`src/rtl/core/base64_stream_encoder_assert.svh`:
```
// ----------------------------------------------------------------------------
// Base64 stream encoder assertion macros
// Shared concurrent assertion forms used by the encoder RTL.
// ----------------------------------------------------------------------------
`ifndef BASE64_STREAM_ENCODER_ASSERT_SVH
`define BASE64_STREAM_ENCODER_ASSERT_SVH

// Same-cycle implication, disabled while reset is asserted.
`define B64E_ASSERT_NOW(lbl, clk, rst_n, ante, cons, msg) \
    lbl: assert property (@(posedge clk) disable iff (!(rst_n)) (ante) |-> (cons)) \
        else $error(msg);

// Next-cycle implication, disabled while reset is asserted.
`define B64E_ASSERT_NEXT(lbl, clk, rst_n, ante, cons, msg) \
    lbl: assert property (@(posedge clk) disable iff (!(rst_n)) (ante) |=> (cons)) \
        else $error(msg);

`endif

```
`src/rtl/core/b64e_pkg.sv`:
```
// ----------------------------------------------------------------------------
// Base64 stream encoder package
// Shared constants, types and the sextet-to-ASCII mapping.
// ----------------------------------------------------------------------------
package b64e_pkg;

    // Complete 3-byte groups per output line before CR LF is inserted.
    localparam int GROUPS_PER_LINE = 16;
    localparam int GPL_W = (GROUPS_PER_LINE > 1) ? $clog2(GROUPS_PER_LINE) : 1;

    // Most characters that one input byte can produce.
    localparam int MAX_CHARS = 4;
    localparam int CNT_W     = $clog2(MAX_CHARS + 1);
    localparam int PTR_W     = $clog2(MAX_CHARS);

    localparam logic [7:0] CH_PLUS  = 8'h2B;
    localparam logic [7:0] CH_SLASH = 8'h2F;
    localparam logic [7:0] CH_PAD   = 8'h3D;
    localparam logic [7:0] CH_CR    = 8'h0D;
    localparam logic [7:0] CH_LF    = 8'h0A;
    localparam logic [7:0] CH_UPPER = 8'h41;
    localparam logic [7:0] CH_LOWER = 8'h61;
    localparam logic [7:0] CH_DIGIT = 8'h30;

    // Position codes of the next byte within its 3-byte group.
    localparam logic [1:0] POS_FIRST  = 2'd0;
    localparam logic [1:0] POS_SECOND = 2'd1;
    localparam logic [1:0] POS_THIRD  = 2'd2;

    // Characters produced by one byte, in emission order, and their count.
    typedef struct packed {
        logic [MAX_CHARS-1:0][7:0] chars;
        logic [CNT_W-1:0]          cnt;
    } t_burst;

    // Maps a 6-bit value to its Base64 alphabet character.
    function automatic logic [7:0] sextet_char(input logic [5:0] v);
        logic [7:0] w;
        w = {2'b00, v};
        if (v < 6'd26) begin
            sextet_char = CH_UPPER + w;
        end else if (v < 6'd52) begin
            sextet_char = CH_LOWER + (w - 8'd26);
        end else if (v < 6'd62) begin
            sextet_char = CH_DIGIT + (w - 8'd52);
        end else if (v == 6'd62) begin
            sextet_char = CH_PLUS;
        end else begin
            sextet_char = CH_SLASH;
        end
    endfunction

endpackage

```
`src/rtl/core/b64e_if.sv`:
```
// ----------------------------------------------------------------------------
// Base64 stream encoder channel interfaces
// Valid/ready channels for raw input bytes and encoded output characters.
// ----------------------------------------------------------------------------
interface b64e_byte_if;
    logic       valid;
    logic       ready;
    logic [7:0] in_byte;
    logic       is_final;

    modport source (output valid, output in_byte, output is_final, input ready);
    modport sink   (input valid, input in_byte, input is_final, output ready);
endinterface

interface b64e_char_if;
    logic       valid;
    logic       ready;
    logic [7:0] out_char;
    logic       last_of_run;

    modport source (output valid, output out_char, output last_of_run, input ready);
    modport sink   (input valid, input out_char, input last_of_run, output ready);
endinterface

```
`src/rtl/core/b64e_encode.sv`:
```
// ----------------------------------------------------------------------------
// Base64 byte encoder
// Holds the group state and turns one byte into its burst of characters.
// ----------------------------------------------------------------------------
module b64e_encode
    import b64e_pkg::*;
(
    input  logic       i_clk,
    input  logic       i_rst_n,
    input  logic       i_accept,
    input  logic [7:0] i_byte,
    input  logic       i_final,
    output t_burst     o_burst
);

    logic [1:0]       r_pos;
    logic [3:0]       r_held;
    logic [GPL_W-1:0] r_gol;
    logic [1:0]       n_pos;
    logic [3:0]       n_held;
    logic [GPL_W-1:0] n_gol;
    logic             line_full;

    // The group being finished fills the line when the count is at its top.
    assign line_full = (r_gol == GPL_W'(GROUPS_PER_LINE - 1));

    always_comb begin
        o_burst.chars = '0;
        o_burst.cnt   = '0;
        n_pos         = r_pos;
        n_held        = r_held;
        n_gol         = r_gol;
        priority if (r_pos == POS_SECOND) begin
            o_burst.chars[0] = sextet_char({r_held[1:0], i_byte[7:4]});
            o_burst.cnt      = CNT_W'(1);
            n_held           = i_byte[3:0];
            n_pos            = POS_THIRD;
            if (i_final) begin
                o_burst.chars[1] = sextet_char({i_byte[3:0], 2'b00});
                o_burst.chars[2] = CH_PAD;
                o_burst.cnt      = CNT_W'(3);
            end
        end else if (r_pos == POS_THIRD) begin
            o_burst.chars[0] = sextet_char({r_held, i_byte[7:6]});
            o_burst.chars[1] = sextet_char(i_byte[5:0]);
            o_burst.cnt      = CNT_W'(2);
            n_held           = 4'd0;
            n_pos            = POS_FIRST;
            n_gol            = r_gol + GPL_W'(1);
            if (line_full) begin
                o_burst.chars[2] = CH_CR;
                o_burst.chars[3] = CH_LF;
                o_burst.cnt      = CNT_W'(4);
                n_gol            = '0;
            end
        end else begin
            // First byte of a group; the unused position code lands here too.
            o_burst.chars[0] = sextet_char(i_byte[7:2]);
            o_burst.cnt      = CNT_W'(1);
            n_held           = {2'b00, i_byte[1:0]};
            n_pos            = POS_SECOND;
            if (i_final) begin
                o_burst.chars[1] = sextet_char({i_byte[1:0], 4'b0000});
                o_burst.chars[2] = CH_PAD;
                o_burst.chars[3] = CH_PAD;
                o_burst.cnt      = CNT_W'(4);
            end
        end
        // The final byte of a message returns the encoder to its start state.
        if (i_final) begin
            n_pos  = POS_FIRST;
            n_held = 4'd0;
            n_gol  = '0;
        end
    end

    always_ff @(posedge i_clk) begin
        if (!i_rst_n) begin
            r_pos  <= POS_FIRST;
            r_held <= 4'd0;
            r_gol  <= '0;
        end else if (i_accept) begin
            r_pos  <= n_pos;
            r_held <= n_held;
            r_gol  <= n_gol;
        end
    end

endmodule

```
`src/rtl/core/b64e_serial.sv`:
```
// ----------------------------------------------------------------------------
// Base64 character serializer
// Holds one burst and sends it out one character per cycle unless the receiver stalls.
// ----------------------------------------------------------------------------
`include "base64_stream_encoder_assert.svh"

module b64e_serial
    import b64e_pkg::*;
(
    input  logic       i_clk,
    input  logic       i_rst_n,
    input  logic       i_load,
    input  t_burst     i_burst,
    output logic       o_ready,
    output logic       o_valid,
    output logic [7:0] o_char,
    output logic       o_last,
    input  logic       i_out_ready
);

    logic [MAX_CHARS-1:0][7:0] r_buf;
    logic [CNT_W-1:0]          r_left;
    logic [PTR_W-1:0]          r_ptr;
    logic                      r_out_valid;
    logic [7:0]                r_out_char;
    logic                      r_out_last;
    logic                      out_free;
    logic                      advance;

    assign out_free = !r_out_valid || i_out_ready;
    assign advance  = out_free && (r_left != '0);

    // A new burst may enter once the held one is empty or sends its last
    // character in this cycle.
    assign o_ready = (r_left == '0) || ((r_left == CNT_W'(1)) && out_free);

    always_ff @(posedge i_clk) begin
        if (!i_rst_n) begin
            r_left <= '0;
            r_ptr  <= '0;
        end else if (i_load) begin
            r_left <= i_burst.cnt;
            r_ptr  <= '0;
        end else if (advance) begin
            r_left <= r_left - CNT_W'(1);
            r_ptr  <= r_ptr + PTR_W'(1);
        end
    end

    always_ff @(posedge i_clk) begin
        if (i_load) begin
            r_buf <= i_burst.chars;
        end
    end

    always_ff @(posedge i_clk) begin
        if (!i_rst_n) begin
            r_out_valid <= 1'b0;
        end else if (out_free) begin
            r_out_valid <= (r_left != '0);
        end
    end

    always_ff @(posedge i_clk) begin
        if (advance) begin
            r_out_char <= r_buf[r_ptr];
            r_out_last <= (r_left == CNT_W'(1));
        end
    end

    assign o_valid = r_out_valid;
    assign o_char  = r_out_char;
    assign o_last  = r_out_last;

    `B64E_ASSERT_NOW(a_left_range, i_clk, i_rst_n, 1'b1, r_left <= CNT_W'(MAX_CHARS), "burst count above four")
    `B64E_ASSERT_NOW(a_burst_nonempty, i_clk, i_rst_n, i_load, i_burst.cnt != '0, "byte produced no characters")
    `B64E_ASSERT_NEXT(a_load_count, i_clk, i_rst_n, i_load, (r_left == $past(i_burst.cnt)) && (r_ptr == '0), "burst not loaded")
    `B64E_ASSERT_NEXT(a_last_ends_burst, i_clk, i_rst_n, advance && (r_left == CNT_W'(1)) && !i_load, r_out_last && (r_left == '0), "last mark misplaced")

endmodule

```
`src/rtl/core/base64_stream_encoder.sv`:
```
// ----------------------------------------------------------------------------
// Base64 stream encoder with line wrap
// Encodes a byte stream into Base64 characters with CR LF every 64 characters.
// ----------------------------------------------------------------------------
// Usage: raw bytes enter on i_in (in_byte, is_final) and characters leave on
// o_out (out_char, last_of_run); both are valid/ready channels and a transfer
// happens at each rising edge with valid and ready high. Mark the last byte of
// a message with is_final so an open group is closed with '=' padding.
// Each byte gives one to four characters: one or two for data, plus one or two
// pad characters on a final partial group, or CR LF after a line of 16 groups.
// last_of_run flags the final character that a given byte caused.
// The first character of a byte passes through the burst buffer, loaded at the
// byte transfer, and then the output register. Throughput is one character per
// cycle while the receiver is ready, set by the single output register.
// The next byte is taken in the same cycle in which the previous byte's last
// character moves to the output register, so no bubbles appear between bytes.
// Reset clears the group position, held bits and line count and empties the
// output. When the receiver stalls, the output register holds its character,
// the burst buffer holds the rest, and i_in.ready drops until space frees up.
// ----------------------------------------------------------------------------
module base64_stream_encoder
    import b64e_pkg::*;
(
    input  logic        i_clk,
    input  logic        i_rst_n,
    b64e_byte_if.sink   i_in,
    b64e_char_if.source o_out
);

    t_burst burst;
    logic   ser_ready;
    logic   in_accept;

    // A byte is encoded and its characters loaded in the transfer cycle.
    assign i_in.ready = ser_ready;
    assign in_accept  = i_in.valid && ser_ready;

    b64e_encode u_encode (
        .i_clk    (i_clk),
        .i_rst_n  (i_rst_n),
        .i_accept (in_accept),
        .i_byte   (i_in.in_byte),
        .i_final  (i_in.is_final),
        .o_burst  (burst)
    );

    // The serializer keeps the burst and drives the registered output.
    b64e_serial u_serial (
        .i_clk       (i_clk),
        .i_rst_n     (i_rst_n),
        .i_load      (in_accept),
        .i_burst     (burst),
        .o_ready     (ser_ready),
        .o_valid     (o_out.valid),
        .o_char      (o_out.out_char),
        .o_last      (o_out.last_of_run),
        .i_out_ready (o_out.ready)
    );

endmodule
```
`src/flat_wrapper.sv`:
```
// flat-port wrapper written by rule: the top's interface ports become plain ports
module base64_stream_encoder_flat import b64e_pkg::*;
  (i_clk, i_rst_n, i_in_valid, i_in_in_byte, i_in_is_final, i_in_ready, o_out_valid, o_out_out_char, o_out_last_of_run, o_out_ready);
  b64e_byte_if i_in_i ();
  b64e_char_if o_out_i ();
  input  logic i_clk;
  input  logic i_rst_n;
  input wire logic [$bits(i_in_i.valid)-1:0] i_in_valid;
  input wire logic [$bits(i_in_i.in_byte)-1:0] i_in_in_byte;
  input wire logic [$bits(i_in_i.is_final)-1:0] i_in_is_final;
  output wire logic [$bits(i_in_i.ready)-1:0] i_in_ready;
  output wire logic [$bits(o_out_i.valid)-1:0] o_out_valid;
  output wire logic [$bits(o_out_i.out_char)-1:0] o_out_out_char;
  output wire logic [$bits(o_out_i.last_of_run)-1:0] o_out_last_of_run;
  input wire logic [$bits(o_out_i.ready)-1:0] o_out_ready;
  assign i_in_i.valid = i_in_valid;
  assign i_in_i.in_byte = i_in_in_byte;
  assign i_in_i.is_final = i_in_is_final;
  assign i_in_ready = i_in_i.ready;
  assign o_out_valid = o_out_i.valid;
  assign o_out_out_char = o_out_i.out_char;
  assign o_out_last_of_run = o_out_i.last_of_run;
  assign o_out_i.ready = o_out_ready;
  base64_stream_encoder u_core (.i_clk(i_clk), .i_rst_n(i_rst_n), .i_in(i_in_i), .o_out(o_out_i));
endmodule
```
`config.mk`:
```
export PLATFORM = sky130hd
export DESIGN_NAME = base64_stream_encoder_flat
export DESIGN_NICKNAME = d
export VERILOG_FILES = /design/src/rtl/core/b64e_pkg.sv /design/src/rtl/core/b64e_if.sv /design/src/rtl/core/b64e_encode.sv /design/src/rtl/core/b64e_serial.sv /design/src/rtl/core/base64_stream_encoder.sv /design/src/flat_wrapper.sv
export VERILOG_INCLUDE_DIRS = /design/src /design/src/rtl/core
export SDC_FILE = /design/constraint.sdc
export NUM_CORES = 1
export LEC_CHECK = 0
export BUFFER_PORTS_ARGS = -buffer_cell sky130_fd_sc_hd__buf_2
export CAP_MARGIN = 40
export CORE_UTILIZATION = 49
export DETAILED_ROUTE_END_ITERATION = 7
export PLACE_DENSITY = 0.66
export SLEW_MARGIN = 25
export SYNTH_ARGS = -nofsm -noshare
export SYNTH_HDL_FRONTEND = slang
export SYNTH_SLANG_ARGS = --single-unit
```
`constraint.sdc`:
```
create_clock -name i_clk -period 4.14 [get_ports i_clk]
set_input_delay 0.414 -clock i_clk [delete_from_list [all_inputs] [get_ports i_clk]]
set_output_delay 0.414 -clock i_clk [all_outputs]
set_load 0.005 [all_outputs]
```
# After elaboration in Yosys (flattened, before gate mapping)
# Index checks and enable logic that the tools add are counted.
# word_totals
inputBits	13
register_bits	57
output_inout_bits	11
# classes
magnitude_cmp	19
n_bitwise	1
n_reduce_logical	12
n_addsub	33
mux	44
n_eq_ne	9
# op_table
op	n
8-bit 2-to-1 mux	19
6-bit < comparator (second input constant)	12
7-bit by 6-bit adder with 8-bit output (first input constant)	6
7-bit by 7-bit adder with 8-bit output (first input constant)	6
7-bit by 8-bit adder with 8-bit output (first input constant)	6
6-bit by 5-bit subtractor with 7-bit output (second input constant)	6
6-bit by 6-bit subtractor with 7-bit output (second input constant)	6
6-bit by 5-bit < comparator with 1-bit output (second input constant)	6
35-bit 2-to-1 mux	1
27-bit 2-to-1 mux	1
6-bit equality test (second input constant)	4
3-bit 2-to-1 mux	8
4-bit 2-to-1 mux	6
22-bit 2-to-1 mux	1
8-bit binary-select mux with 2-bit select	1
14-bit 2-to-1 mux	1
12-bit 2-to-1 mux	1
2-bit 2-to-1 mux	4
4-bit by 1-bit adder with 4-bit output (second input constant)	1
4-bit equality test (second input constant)	1
2-bit nonzero test	2
3-bit by 1-bit equality test with 1-bit output (second input constant)	1
1-bit logical AND	3
3-bit zero test	1
13 further kinds	14

# Logic depth before layout (Yosys ltp)
# depth
depth_word	9
mapped_depth	12
ltp_nobuf	11

# Cells and area by module
# Synthesis repeated with hierarchy kept, for this count alone.
# unflattened
cells_unflattened	561
area_unflattened_um2	5087.4
# modules_own_cells
mod	seq_area_each_um2	area_each_um2	n_inst	cells_each
b64e_encode	200.2	3301.9	1	467
b64e_serial	1351.3	1779.2	1	93
base64_stream_encoder	0.0	6.3	1	1

# Worst setup path after synthesis
# OpenSTA, ideal clock, no wires.
# synth_path
path_kind	input-to-reg
from	in i_in_in_byte[4]
to	reg u_core.u_serial.r_buf[6] (netlist name), data pin
path_slack_ns	1.755
arrival_time_ns	2.126
cell_stages	12
required_ns	3.881
cell_sequence	buf_2 > inv_1 > ha_1 > xnor2_1 > inv_1 > ha_1 > xnor2_1 > o211ai_1 > a21oi_1 > o21ai_0 > o21ai_0 > a211o_1
# synth_lines
element	line	source
from (decl)	flat_wrapper.sv:9	input wire logic [$bits(i_in_i.in_byte)-1:0] i_in_in_byte;
to (signal assigned)	b64e_serial.sv:52	r_buf <= i_burst.chars;
to (decl)	b64e_serial.sv:21	logic [MAX_CHARS-1:0][7:0] r_buf;

==> flow_summary_export.csv <==
group,metric,value,unit
setup_path,cp.depth,8,
global_routing,antenna_found_initial,0,
sta,setup_tns,0,ns
setup_path,cpMaxStageDelayCell,"dfxtp_1",
synthesis,syn-instance-count,528,
global_routing,grt_pass1_wl,17900,um
sta,relSlewSlack,0.479,
route,drtIter0Drc,232,
power_and_ir_drop,vdd_drop_max,0.000226,V
min_path,hold_path.class,"in2reg",
synthesis,async_flop_share,0,
cells_and_area,drive_gt1_frac,0.0882,
setup_path,rr_startpoint,"u_core.u_encode.r_held[0]",
clock_tree,clkLatencyLatePin,0.29,ns
setup_path,crit_type,"reg2reg",
synthesis,syn_nets,593,
synthesis,yosysWarningCount,0,
synthesis,syn_area,0.00454,mm^2
die,row_count,34,
setup_path,r2r_slack,1.29,ns
placed_design,portBuffers,23,
synthesis,synth_top_area_share,0.205,
job,drv_cap,0,
cells_and_area,finalNetCount,597,
die,die_y,98.3,um
global_routing,overflow,0,
route,routedWlPerCell,17.0,um
setup_path,r2r_end,"u_core.u_serial.r_buf[5]",
clock_tree,cts_tree,"done",
setup_path,crit_required,4.16,ns
synthesis,synth_area_leaders,"edfxtp_1 (21%), ha_1 (14%), xnor2_1 (7.3%)",
setup_path,crit_top_cell,"nand2_1",
clock_tree,cts_resized,0,
route,avgViaCountPerCell,6.01,
setup_path,critPathCapture,"u_core.u_serial.r_buf[5]",
global_routing,grt_usage,0.229,
placed_design,post-dp-hpwl,8300,um
synthesis,synth_edf_count,31,
route,routed_wl,10900,um
synthesis,ys.flop_type,"edfxtp_1",
clock_tree,path_clk_slew,0.08,ns
clock_tree,cts_made_buffers,5,
cells_and_area,area_growth_syn_to_layout,5.15,%
clock_tree,postCtsHoldBufs,0,
placed_design,routabilityCongestion,0.920,
power_and_ir_drop,power.density,390,mW/mm^2
die,dieArea,0.00965,mm^2
setup_path,critPathArrivalTime,2.87,ns
run_status,violations,"design-rule violations",
route,drc,2,
setup_path,start_kind,"flip-flop",
sta,fmax,351,MHz
sta,finalCriticalPeriod,2.85,ns
sta,setup_viol,0,
cells_and_area,diodes,0,
clock_tree,h-tree-depth,2,
setup_path,crit_buf_inv,1,
route,postRouteAntennaNets,0,
sta,skew,0.00737,ns
clock_tree,root_buffer,"clkbuf_8",
die,ioPinCount,24,
power_and_ir_drop,leakagePower,1.85,nW
cells_and_area,utilization,0.539,
synthesis,ys_ff_latch,47,
setup_path,cp_top_family,"simple AND/OR/NAND/NOR gates",
setup_path,cp-end-kind,"flip-flop",
die,fp.dieW,98.3,um
synthesis,yosysSeqAreaShare,0.276,
sta,worst_pin_slew,0.780,ns
clock_tree,clock_sinks,47,
clock_tree,cts_setup_buffers,0,
global_routing,grt_pass1_vias,3601,
synthesis,synth_cell_type_count,61,
setup_path,crit_fanout,14,
setup_path,critical-path-max-stage-delay,0.71,ns
setup_path,reg2reg_depth,8,
sta,maxSlewViolCount,0,
clock_tree,clockBufferDepth,2,
synthesis,avgSynthCellArea,8.60,um^2
sta,period_share,0.689,
sta,hold_violations,0,
die,initial_utilization,0.513,
die,coreArea,0.00885,mm^2
route,dr.pass1.iters,6,
synthesis,synth_area_leader_cell,"edfxtp_1",
sta,grt_setup_unrepaired,"false",
global_routing,grt_max_degree,21,
route,vias,3854,
setup_path,crit_start,"u_core.u_encode.r_held[0]",
setup_path,crit_chain,"inv_1 > ha_1 > nand3b_1 > nand2_1 > nand2_1 > or3_1 > a31oi_1 > o41ai_1",
run_status,status,"finished, violations left",
## report_power, final
group / internal [mW] / switching, mW / total, mW
clock network: 0.156 / 0.147 / 0.303
logic: 0.334 / 0.435 / 0.770
registers: 0.695 / 0.0929 / 0.788
## cell usage after synthesis (9+ instances only)
master and n:
nand2_1 61, ha_1 52, xnor2_1 38, a21oi_1 36, nor2_1 33, edfxtp_1 31
o21ai_0 28, nand3_1 22, inv_1 19, xor2_1 17, dfxtp_1 16, a31oi_1 14
clkbuf_1 13, o211ai_1 13, and2_1 10, buf_2 10, nand2b_1 9
## through the flow
step | hold WS [ns] | area (um^2) | worst slack, ns | power, mW | instances
floorplan | 0.449 | 4540 | 1.75 | 1.36 | 528
global route | 0.449 | 4770 | 1.07 | 1.99 | 641
global placement | 0.463 | 4670 | 1.34 | 1.55 | 633
detailed placement | 0.471 | 4670 | 1.32 | 1.57 | 633
CTS | 0.439 | 4770 | 1.30 | 1.87 | 641
finish | 0.439 | 4770 | 1.29 | 1.86 | 641
## logic make-up (layout without fill, tap and decap cells)
logic type | count (synthesis) | in the layout | share of synthesized area
fa+ha+maj | 52 | 52 | 0.143
flops | 47 | 47 | 0.276
buf+inv | 48 | 53 | 0.0458
compound gates | 138 | 138 | 0.197
mux | 13 | 13 | 0.0424
xor+xnor | 55 | 55 | 0.106
simple gates | 175 | 175 | 0.190
## sequential cells by signal, indices dropped and copies added, names as in the netlist
| register | flops |
|---|---|
| u_core.u_serial.o_last | 1 |
| u_core.u_serial.r_left | 3 |
| u_core.u_encode.r_gol | 4 |
| u_core.u_serial.o_valid | 1 |
| u_core.u_encode.r_pos | 2 |
| u_core.u_serial.r_ptr | 2 |
| u_core.u_serial.r_buf | 22 |
| u_core.u_serial.o_char | 8 |
| u_core.u_encode.r_held | 4 |
## worst min-delay path by stage
| stage | slack, ns | startpoint | depth (start not counted) | to |
|---|---|---|---|---|
| 3_5_place_dp | 0.47 | u_core.u_encode.r_gol[1] | 2 | u_core.u_encode.r_gol[1] |
| 5_1_grt | 0.45 | i_rst_n | 2 | u_core.u_serial.r_left[0] |
| 6_report | 0.44 | i_rst_n | 2 | u_core.u_serial.r_left[0] |
| 3_3_place_gp | 0.46 | u_core.u_encode.r_gol[1] | 2 | u_core.u_encode.r_gol[1] |
| 4_1_cts | 0.44 | i_rst_n | 2 | u_core.u_serial.r_left[0] |
| 2_1_floorplan | 0.45 | u_core.u_encode.r_gol[1] | 2 | u_core.u_encode.r_gol[1] |
## routing by layer
layer  share of wire  GRT usage
met1            0.47      0.314
met2            0.47      0.393
met3           0.049     0.0186
met4           0.010     0.0540
met5               0          0
## cells in the final DEF, fill, tap and decap left out, drive strengths merged, types with 5 or more instances in the layout
cell type	count
nand2	61
ha	52
xnor2	38
a21oi	37
nor2	34
edfxtp	31
o21ai	28
buf	24
nand3	23
inv	20
xor2	17
dfxtp	16
a31oi	14
o211ai	14
and2	10
nand2b	10
nor2b	8
a211oi	8
mux2i	8
clkbuf	7
nand4	6
a21o	6
mux4	5
a21boi	5
## layout make-up
type | count | area [um^2]
clock buffers | 7 | 97.6
clock inverters | 1 | 7.51
fillers | 850 | 4080
inverters | 21 | 78.8
multi-input cells | 433 | 3080
flip-flops and latches | 47 | 1250
well taps | 108 | 135
repair buffers | 24 | 123
Power figures use the tool's default switching activity.
